$ cat src/rtl/assert_macros.svh
// assertion helpers for the lattice update block
`ifndef ASSERT_MACROS_SVH
`define ASSERT_MACROS_SVH

// property that must hold at every clock edge outside reset
`define ASSERT_ALWAYS(label, prop, msg) \
  label: assert property (@(posedge clk) disable iff (!rst_n) (prop)) else $error(msg);

// consequence that must hold in the cycle after the antecedent
`define ASSERT_NEXT(label, ante, cons, msg) \
  label: assert property (@(posedge clk) disable iff (!rst_n) (ante) |=> (cons)) else $error(msg);

`endif

$ cat src/rtl/imlu_pkg.sv
package imlu_pkg;

  // default lattice side and acceptance precision
  localparam int SIDE_DEF      = 256;
  localparam int PROB_BITS_DEF = 16;

  // fixed field widths
  localparam int CFG_W    = 16;
  localparam int ENERGY_W = 20;
  localparam int E_MAX    = 524287;
  localparam int E_MIN    = -524288;

  // operation codes carried on in_tuser
  typedef enum logic [1:0] {
    FN_WRITE  = 2'd0,
    FN_TRIAL  = 2'd1,
    FN_READ   = 2'd2,
    FN_ENERGY = 2'd3
  } func_t;

  // configuration register indexes
  localparam logic REG_THRESH_4 = 1'b0;
  localparam logic REG_THRESH_8 = 1'b1;

  // control of the energy accumulator, aligned with the memory read data
  typedef struct packed {
    logic clr;
    logic vld;
    logic first;
    logic last;
  } scan_ctl_t;

endpackage

$ cat src/rtl/imlu_energy_acc.sv
module imlu_energy_acc #(
  parameter int SIDE = imlu_pkg::SIDE_DEF
) (
  input  logic                                  clk,
  input  imlu_pkg::scan_ctl_t                   ctl,
  input  logic                                  cur_bit,
  input  logic                                  down_bit,
  output logic signed [imlu_pkg::ENERGY_W-1:0]  energy
);

  // bond count range is twice the site count in magnitude
  localparam int ACC_W = $clog2(2 * SIDE * SIDE + 1) + 1;
  localparam int EXT_W = (ACC_W + 1 > imlu_pkg::ENERGY_W + 1) ? ACC_W + 1
                                                               : imlu_pkg::ENERGY_W + 1;

  logic signed [ACC_W-1:0] acc_r;
  logic signed [ACC_W-1:0] acc_nxt;
  logic                    prev_bit_r;
  logic                    first_bit_r;
  logic signed [2:0]       delta;
  logic signed [EXT_W-1:0] e_ext;

  function automatic logic signed [2:0] bond(input logic a, input logic b);
    return (a == b) ? 3'sd1 : -3'sd1;
  endfunction

  // each site adds its left bond, its down bond and at row end the wrap bond
  always_comb begin
    delta = bond(cur_bit, down_bit);
    if (!ctl.first) begin
      delta = delta + bond(prev_bit_r, cur_bit);
    end
    if (ctl.last) begin
      delta = delta + bond(cur_bit, first_bit_r);
    end
    acc_nxt = acc_r + ACC_W'(delta);
  end

  always_ff @(posedge clk) begin
    if (ctl.clr) begin
      acc_r <= '0;
    end else if (ctl.vld) begin
      acc_r <= acc_nxt;
    end
    if (ctl.vld) begin
      prev_bit_r <= cur_bit;
      if (ctl.first) begin
        first_bit_r <= cur_bit;
      end
    end
  end

  // energy is twice the bond sum, saturated
  always_comb begin
    e_ext = EXT_W'($signed({acc_r, 1'b0}));
    if (e_ext > $signed(EXT_W'(imlu_pkg::E_MAX))) begin
      energy = imlu_pkg::ENERGY_W'(imlu_pkg::E_MAX);
    end else if (e_ext < $signed(EXT_W'(imlu_pkg::E_MIN))) begin
      energy = imlu_pkg::ENERGY_W'(imlu_pkg::E_MIN);
    end else begin
      energy = e_ext[imlu_pkg::ENERGY_W-1:0];
    end
  end

endmodule

$ cat config.mk
export PLATFORM = sky130hd
export DESIGN_NAME = imlu_energy_acc
export DESIGN_NICKNAME = d
export VERILOG_FILES = /design/src/rtl/assert_macros.svh /design/src/rtl/imlu_pkg.sv /design/src/rtl/imlu_energy_acc.sv
export SDC_FILE = /design/constraint.sdc
export NUM_CORES = 1
export LEC_CHECK = 0
export BUFFER_PORTS_ARGS = -buffer_cell sky130_fd_sc_hd__buf_4
export CAP_MARGIN = 20
export CORE_MARGIN = 4
export CORE_UTILIZATION = 55
export DETAILED_ROUTE_END_ITERATION = 8
export PLACE_DENSITY = 0.77
export SETUP_SLACK_MARGIN = 0.5
export SLEW_MARGIN = 0
export SYNTH_ARGS = -nofsm -noshare
export SYNTH_HDL_FRONTEND = slang
export SYNTH_SLANG_ARGS = --single-unit
$ cat constraint.sdc
create_clock -name clk -period 11.59 [get_ports clk]
set_input_delay 2.318 -clock clk [delete_from_list [all_inputs] [get_ports clk]]
set_output_delay 2.318 -clock clk [all_outputs]
set_load 0.02 [all_outputs]
==> impl_results.md <==
* Status: completed
* Post-Syn Nets at 237
* Largest net degree at the start of global routing at 24
* Tot GR Track Use at between 20% and 30%
* Worst endpoint required time at between 10 and 15 ns
* Global-route wire length before repair at 7.086 mm
* Hold Violations, Final at 0
* RSZ-0062 raised after global routing: false
* Drt drc at 0
* Setup violations, final at 0
* Syn avg cell area at just under 9 µm²
* Most frequent cells in the layout: buf_4 (26), nor2_1 (20), ha_1 (20)
* Vias at between 1.5k and 2k
* CTS Sinks at 21
* Die area at 4320 µm²
* Sw frac at approximately half
* FP Rows at 20
* Commonest non-fill, non-tap cell in the layout: buf_4
* Post-DP HPWL at roughly 3.2 mm
* Yosys Warn Count at 0
* Synth Instances at about 210
* Yosys cell types at 50
* Vias per std cell at 6.026
* Clock skew at 0.01367 ns
* Ys async rst share at 0%
* Max Slew Vio Count at 0
* CTS root buf: clkbuf_4
* Max-cap viol count at 0
* Share of power burned in registers at 22.4%
* P_leak at 0.9978 nW
* Buffer depth of the longest clock path at 2
* Power density over the cells at 263.5 nW/µm²
* Crit Path Category: input pin to register
* Clock slew at the register clock pins of the worst setup and hold paths at 0.13 ns
* FF+latch count, synth at 21
* Net Switching at roughly 0.00026 W
* Storage element area at 440.4 µm²
* Ys flop type: dfxtp_1
* Clock power share at 6.8%
* Grt ovf at 0
* Area occupied by multi-input gates at 1325 µm²
* Initial antenna violation count at 0
* # diodes at 0
* DR pass1 iterations at 4
* Setup_tns at 0 ns
* Number of synthesized flops with an enable pin at 2
* Final worst path period share at 50.49%
* Share of cells above drive strength 1 at 16.09%
* Die extent in x at between 60 and 70 µm
* Register area share after synthesis at 24.03%
* DR WL/cell at 15.30 µm
* Starting Density at between 50% and 60%
* Hold Path Class: register to register
* Nature of the critical path endpoint: register
* Nets@finish at 260
* F_max at 170.9 MHz
* Arrival @ worst endpoint at 6.11 ns
* Cell internal pwr at 0.0002774 W
* Final antenna-violating net count at 0
* Hold WS at between 0.5 and 0.6 ns
* GP Congestion at a little over 0.9
* Crit path time final at 5.852 ns
* Synthesis-to-finish area growth at 12.08%
* Vias in the first global route at 1,583
* Worst setup SP type: input pin
* Maximum vdd drop at 0.0001132 V
* Die Height at 65.73 µm
* Number of fill cells at 292
* Total clock buffers created by CTS at 3
* Routed wire length at about 4.2 mm
* Crit Path Max Fanout at 18
* Cell Area, Synth at 1833 µm²
* Core area at between 3000 and 4000 µm²
* Port Buffer Count at 25
* Buffer count from post-CTS setup fixing at 0
* Clock tree from TritonCTS: done
* Initial DRC Count at 85
* Worst skew pair latency at around 0.31 ns
* CTS Hold Buffers Added at 0
* Clock H-tree levels at 1
* I/O Pins at 27
* Comb pwr share at 70.8%
* Post-CTS Resized at 0
-- cell usage after synthesis (all sizes together) (3+ instances only) --
library cell	n	share of area, %
and3	7	2.4
nand3	5	1.4
xor2	7	3.3
buf	6	2.6
o21ai	11	3.0
xnor2	9	4.3
nor3	8	2.2
a21o	10	4.1
inv	3	0.61
mux2i	12	6.6
dfxtp	19	21
a211oi	3	1.5
nand2	13	2.7
nor2	20	4.1
a21oi	13	3.5
ha	20	14
and2	4	1.4
-- worst max-delay path, cell delays in order --
cell and delay [ns]:
buf_4 0.13, xnor2_1 0.23, inv_1 0.08, ha_1 0.28
mux2i_1 0.09, fa_1 0.40, nor2_1 0.10, nand3b_1 0.12
xnor2_1 0.13, buf_4 0.27, ha_1 0.35, and3_1 0.25
and3_1 0.21, a211o_4 0.38, o221ai_2 0.19, xor2_1 0.10
or3_1 0.32, a21oi_1 0.15
-- layer usage --
metal / part of all wire, % / vias up / GRT usage [%]
li1: - / 821 / -
met4: 1.2 / 0 / 5.440
met5: 0 / - / 0
met1: 43 / 786 / 25.03
met2: 51 / 38 / 36.92
met3: 4.7 / 6 / 2.735
-- flip-flops by register name, summed over array words and instances, names as in the netlist --
name / flops
acc_r: 19
first_bit_r: 1
prev_bit_r: 1
-- final timing paths --
| path | start | endpoint | slack (ns) | cells past startpoint |
|---|---|---|---|---|
| max reg2reg | prev_bit_r$_DFFE_PP_ | acc_r[18]$_SDFFE_PP0P_ | 7.64 | 16 |
| min reg2reg | acc_r[18]$_SDFFE_PP0P_ | acc_r[18]$_SDFFE_PP0P_ | 0.51 | 2 |
| min | acc_r[18]$_SDFFE_PP0P_ | acc_r[18]$_SDFFE_PP0P_ | 0.51 | 2 |
| max | cur_bit | acc_r[18]$_SDFFE_PP0P_ | 5.74 | 18 |
-- power by group through the flow --
| stage | Combinational, W | Sequential, W | Clock [W] |
|---|---|---|---|
| after global routing | 0.000420 | 0.000125 | 0.0000429 |
| after floorplan | 0.000257 | 0.000149 | 0 |
| after global placement | 0.000365 | 0.000121 | 0 |
| final | 0.000383 | 0.000121 | 0.0000370 |
| after detailed placement | 0.000380 | 0.000123 | 0 |
| after CTS | 0.000382 | 0.000121 | 0.0000383 |
-- per-stage QoR --
stage	area [µm²]	power [W]	utilization [%]	cells	setup WS [ns]
final	2054	0.0005414	65.68	274	5.738
after global routing	2054	0.0005878	65.68	274	5.516
after CTS	2054	0.0005410	65.68	274	5.757
after detailed placement	2027	0.0005025	64.80	270	5.447
after global placement	2027	0.0004861	64.80	270	5.637
after floorplan	1833	0.0004060	-	208	5.275
-- logic make-up (layout without fill, tap and decap cells) --
logic type | Yosys count | after routing | synth area share, %
xor gates and xnor gates | 16 | 16 | 7.645
other | 1 | 1 | 0.2046
AOI/OAI and AO/OA | 55 | 55 | 22.59
DFF | 21 | 21 | 24.03
buffers and inverters | 11 | 33 | 3.685
adders and majority gates | 22 | 22 | 15.84
and+or+nand+nor | 68 | 68 | 18.23
muxes | 14 | 14 | 7.782
-- layout make-up --
type	count	area share, %
clock buffers	3	1.096
clock inverters	1	0.2436
inverters	3	0.5481
multi-input cells	176	64.49
flip-flops and latches	21	21.44
well taps	44	2.680
repair buffers	26	9.501
Note: power is estimated with default switching activity, not from simulation.
